[config.mk]
export PLATFORM = sky130hd
export DESIGN_NAME = rsmf_ctrl
export DESIGN_NICKNAME = d
export VERILOG_FILES = /design/src/sv/rsmf_pkg.sv /design/src/sv/rsmf_ctrl.sv
export SDC_FILE = /design/constraint.sdc
export NUM_CORES = 1
export LEC_CHECK = 0
export CAP_MARGIN = 20
export CORE_AREA = 2 2 39 41
export DETAILED_ROUTE_END_ITERATION = 7
export DIE_AREA = 0 0 41 43
export DONT_BUFFER_PORTS = 1
export GPL_ROUTABILITY_DRIVEN = 0
export PLACE_DENSITY = 0.3
export SLEW_MARGIN = 15
export SYNTH_ARGS = -nofsm -noshare
export SYNTH_HDL_FRONTEND = slang
export SYNTH_SLANG_ARGS = --single-unit
[constraint.sdc]
create_clock -name clk -period 2.2 [get_ports clk]
set_clock_uncertainty 0.2 [all_clocks]
set_input_delay 0.55 -clock clk [delete_from_list [all_inputs] [get_ports clk]]
set_output_delay 0.55 -clock clk [all_outputs]
set_load 0.05 [all_outputs]
[src/sv/rsmf_pkg.sv]
`timescale 1ns / 1ps
// Shared types and constants for the ratio and symmetry match filter.
// No dependencies; every other file of the block but rsmf_ram uses it.
package rsmf_pkg;

    localparam int CMD_W   = 2;
    localparam int INDEX_W = 16;
    localparam int DIST_W  = 24;
    localparam int RATIO_W = 17;
    localparam int COUNT_W = 16;
    localparam int ENTRY_W = 2 * INDEX_W;
    localparam int PROD_W  = RATIO_W + DIST_W;

    localparam logic [RATIO_W-1:0] RATIO_RESET = 17'd62259;

    // Command codes of an input beat
    localparam logic [CMD_W-1:0] CMD_LOAD  = 2'd0;
    localparam logic [CMD_W-1:0] CMD_TEST  = 2'd1;
    localparam logic [CMD_W-1:0] CMD_CLEAR = 2'd2;
    localparam logic [CMD_W-1:0] CMD_NOP   = 2'd3;

    typedef enum logic [2:0] {
        ST_IDLE,
        ST_MULT,
        ST_EVAL,
        ST_SCAN,
        ST_EMIT
    } state_t;

    typedef struct packed {
        logic [CMD_W-1:0]   command;
        logic [INDEX_W-1:0] query_index;
        logic [INDEX_W-1:0] train_index;
        logic [DIST_W-1:0]  best_distance;
        logic [DIST_W-1:0]  second_distance;
        logic               has_second;
    } item_t;

    typedef struct packed {
        logic               passed_ratio;
        logic               symmetric;
        logic [INDEX_W-1:0] match_query;
        logic [INDEX_W-1:0] match_train;
        logic [DIST_W-1:0]  match_distance;
        logic [COUNT_W-1:0] rejected_count;
        logic               table_full;
    } result_t;

    // Controller to datapath
    typedef struct packed {
        logic latch;
        logic mult;
        logic eval;
        logic scan_step;
        logic emit;
    } dp_cmd_t;

    // Datapath to controller
    typedef struct packed {
        logic need_scan;
        logic scan_done;
        logic out_busy;
    } dp_status_t;

endpackage

[src/sv/rsmf_ctrl.sv]
`timescale 1ns / 1ps
// Sequencer of the match filter: accept, multiply, evaluate, scan, emit.
// Depends on rsmf_pkg for the state, command and status types.
module rsmf_ctrl (
    input  logic                 clk,
    input  logic                 rst_n,
    input  logic                 in_valid,
    output logic                 in_ready,
    input  rsmf_pkg::dp_status_t status,
    output rsmf_pkg::dp_cmd_t    cmd
);

    rsmf_pkg::state_t state_reg;
    rsmf_pkg::state_t state_next;

    always_ff @(posedge clk or negedge rst_n)
    begin
        if (!rst_n)
        begin
            state_reg <= rsmf_pkg::ST_IDLE;
        end
        else
        begin
            state_reg <= state_next;
        end
    end

    always_comb
    begin
        state_next = state_reg;
        unique case (state_reg)
            rsmf_pkg::ST_IDLE:
            begin
                if (in_valid)
                begin
                    state_next = rsmf_pkg::ST_MULT;
                end
            end
            rsmf_pkg::ST_MULT:
            begin
                state_next = rsmf_pkg::ST_EVAL;
            end
            rsmf_pkg::ST_EVAL:
            begin
                state_next = status.need_scan ? rsmf_pkg::ST_SCAN : rsmf_pkg::ST_EMIT;
            end
            rsmf_pkg::ST_SCAN:
            begin
                if (status.scan_done)
                begin
                    state_next = rsmf_pkg::ST_EMIT;
                end
            end
            rsmf_pkg::ST_EMIT:
            begin
                if (!status.out_busy)
                begin
                    state_next = rsmf_pkg::ST_IDLE;
                end
            end
            default:
            begin
                state_next = rsmf_pkg::ST_IDLE;
            end
        endcase
    end

    always_comb
    begin
        in_ready      = 1'b0;
        cmd           = '0;
        unique case (state_reg)
            rsmf_pkg::ST_IDLE:
            begin
                in_ready  = 1'b1;
                cmd.latch = in_valid;
            end
            rsmf_pkg::ST_MULT:
            begin
                cmd.mult = 1'b1;
            end
            rsmf_pkg::ST_EVAL:
            begin
                cmd.eval = 1'b1;
            end
            rsmf_pkg::ST_SCAN:
            begin
                cmd.scan_step = 1'b1;
            end
            rsmf_pkg::ST_EMIT:
            begin
                cmd.emit = !status.out_busy;
            end
            default:
            begin
                cmd = '0;
            end
        endcase
    end

endmodule

==> summary.md <==
| Metric | Value |
|---|---|
| Post-route ant nets | 0 |
| Cell Area, Synth | 228 um^2 |
| Slew HR | 72.1% |
| Largest cells by area after synthesis | dfrtp_1 33%, buf_6 9.9%, nor3b_1 9.9% |
| Cts bufs inserted | 3 |
| Cts repair resizes | 0 |
| Startpoint types | flip-flop |
| Post-layout minimum cycle time | between 2 and 2.5 ns |
| Setup TNS | 0 ns |
| Sink Count | 3 |
| Initial antenna violation count | 0 |
| Cell variety after synth | 16 |
| Place WS | ~0.35 ns |
| Hold Startpoint | status[1] |
| Hold_ws | ~0.24 ns |
| Worst-skew pair later-pin latency | ~0.23 ns |
| Yosys top cell by area | dfrtp_1 |
| Largest net degree at the start of global routing | 13 |
| R2r startpoint | state_reg[1]$_DFFE_PN0P_ |
| Final WL | ~570 um |
| Synth Instances | 25 |
| Via/cell ratio | between 4 and 5 |
| # Post-CTS Setup Buffers | 0 |
| Critical Path RT | 1.45 ns |
| Clock Root Buffer | clkbuf_4 |
| Max reg flops | 3 |
| Final cell count without fillers | 48 |
| Crit end category | output pin |
| CTS Buffer Depth | 2 |
| # Max-Cap Violations | 0 |
| GR Overflow Total | 0 |
| Number of hold violations in the final report | 0 |
| Die Ht | roughly 43 um |
| F_max | roughly 0.48 GHz |
| Die ar. | about 1800 um^2 |
| Crit Path Max Fanout | 11 |
| # rows | 14 |
| IO Port Bufs | 0 |
| Placed cell count | 43 |
| Synth warn | 0 |
| Final setup vio count | 0 |
| Outcome | complete, no violations |
| Slew of the pin with the lowest slew margin | between 0.4 and 0.5 ns |
| CP arrival | 1.34 ns |
| CTS tree | done |
| Sequential area share after synthesis | around 33% |
| Final nets | 39 |
| Fin crit share | 94.8% |
| Die X | about 41 um |
| Area delta synth->final | 35.7% |
| RSZ-0062 raised after global routing | no |
| Gr usage total | between 8 and 9% |
| ANT cells | 0 |
| Vias | 214 |
| H-tree levels | 1 |
| Average cell area after synthesis | between 9 and 10 um^2 |
| Top cell type's share of synthesized area | about 33% |
| Hold Crit Class | primary input to flip-flop |
| Core box area | ~1400 um^2 |
| First-pass GRT wire length | 959 um |
| Slack of the critical path | about 0.11 ns |
| Seq cells post-synth | 3 |
| Starting Density | around 16% |
| # IOs | 12 |
| DRT Pass-1 Iters | 4 |
| Share of layout cells above drive strength 1 | 43.8% |
| WL/cell | approximately 12 um |
| Hold Path End | state_reg[1]$_DFFE_PN0P_ |
| Worst hold path cell count | 1 |
| DRT iter0 DRCs | 4 |
| Final slew viol count | 0 |
| Most frequent cells in the layout | 5 x buf_4, 3 x nor3b_2, 3 x nor2_1, 3 x clkbuf_4, 3 x dfrtp_1 |
| Vias in the first global route | 230 |
| Crit Reg-Reg Endpoint | state_reg[0]$_DFFE_PN0P_ |
| Hold Buf Count CTS | 1 |
| Reg2Reg Setup Slack | roughly 0.86 ns |
| Post-Syn Nets | 31 |
| Commonest non-fill, non-tap cell in the layout | buf_4 |
| Crit Path Class | flip-flop to output pin |
| DR DRC count | 0 |
| CTS clock-pin slew for the worst setup and hold paths | 0.03 ns |
| FF-to-FF path depth | 3 |
==> synth_stat cells, drive strengths merged <==
cell	number
buf	3
dfrtp	3
nor2	3
nor3b	3
a211oi	2
a21oi	2
nand2b	2
a311oi	1
and3b	1
nand2	1
nand3	1
nor2b	1
nor3	1
o21ai	1
==> layout make-up <==
| cell class | instances | area, um^2 |
|---|---|---|
| multi-input cells | 19 | 140 |
| clock buffers | 4 | 26.3 |
| repair buffers | 6 | 47.5 |
| well taps | 16 | 20.0 |
| flip-flops and latches | 3 | 75.1 |
| fillers | 153 | 1070 |
==> layer usage <==
metal | up-vias | GRT usage [%] | wire length (um)
met5 | - | 0 | 0
met4 | 0 | 8.00 | 0
met3 | 0 | 3.66 | 50
met2 | 11 | 11.9 | 302
met1 | 100 | 9.03 | 216
li1 | 103 | - | -
==> metrics by stage <==
stage	utilization, %	area (um^2)
6_report	22.3	309
3_3_place_gp	19.7	273
2_1_floorplan	-	233
3_5_place_dp	19.7	273
5_1_grt	22.3	309
4_1_cts	22.3	309
==> critical path, cell delays in order (launching register included) <==
cell and delay [ns]:
dfrtp_1 0.51, nor2b_1 0.20, nor3b_2 0.18, buf_4 0.22
==> how the worst max path moves through the flow <==
stage	start	endpoint	slack, ns	cells past startpoint
finish	state_reg[1]$_DFFE_PN0P_	cmd[4]	0.11	3
global placement	in_valid	cmd[4]	0.36	3
floorplan	state_reg[2]$_DFFE_PN0P_	cmd[2]	-0.22	2
detailed placement	state_reg[1]$_DFFE_PN0P_	cmd[4]	0.35	3
global route	state_reg[0]$_DFFE_PN0P_	cmd[0]	0.009	4
CTS	state_reg[1]$_DFFE_PN0P_	cmd[4]	0.1	3
==> cell families after synthesis <==
group	synth area share, %
AO/OA/AOI/OAI	21.4
buffers and inverters	12.1
AND/OR/NAND/NOR	33.5
flip-flops	33.0
Power is left out: the tool's default activity adds up to more than one toggle a clock period on the data nets, which glitch-free logic cannot reach.
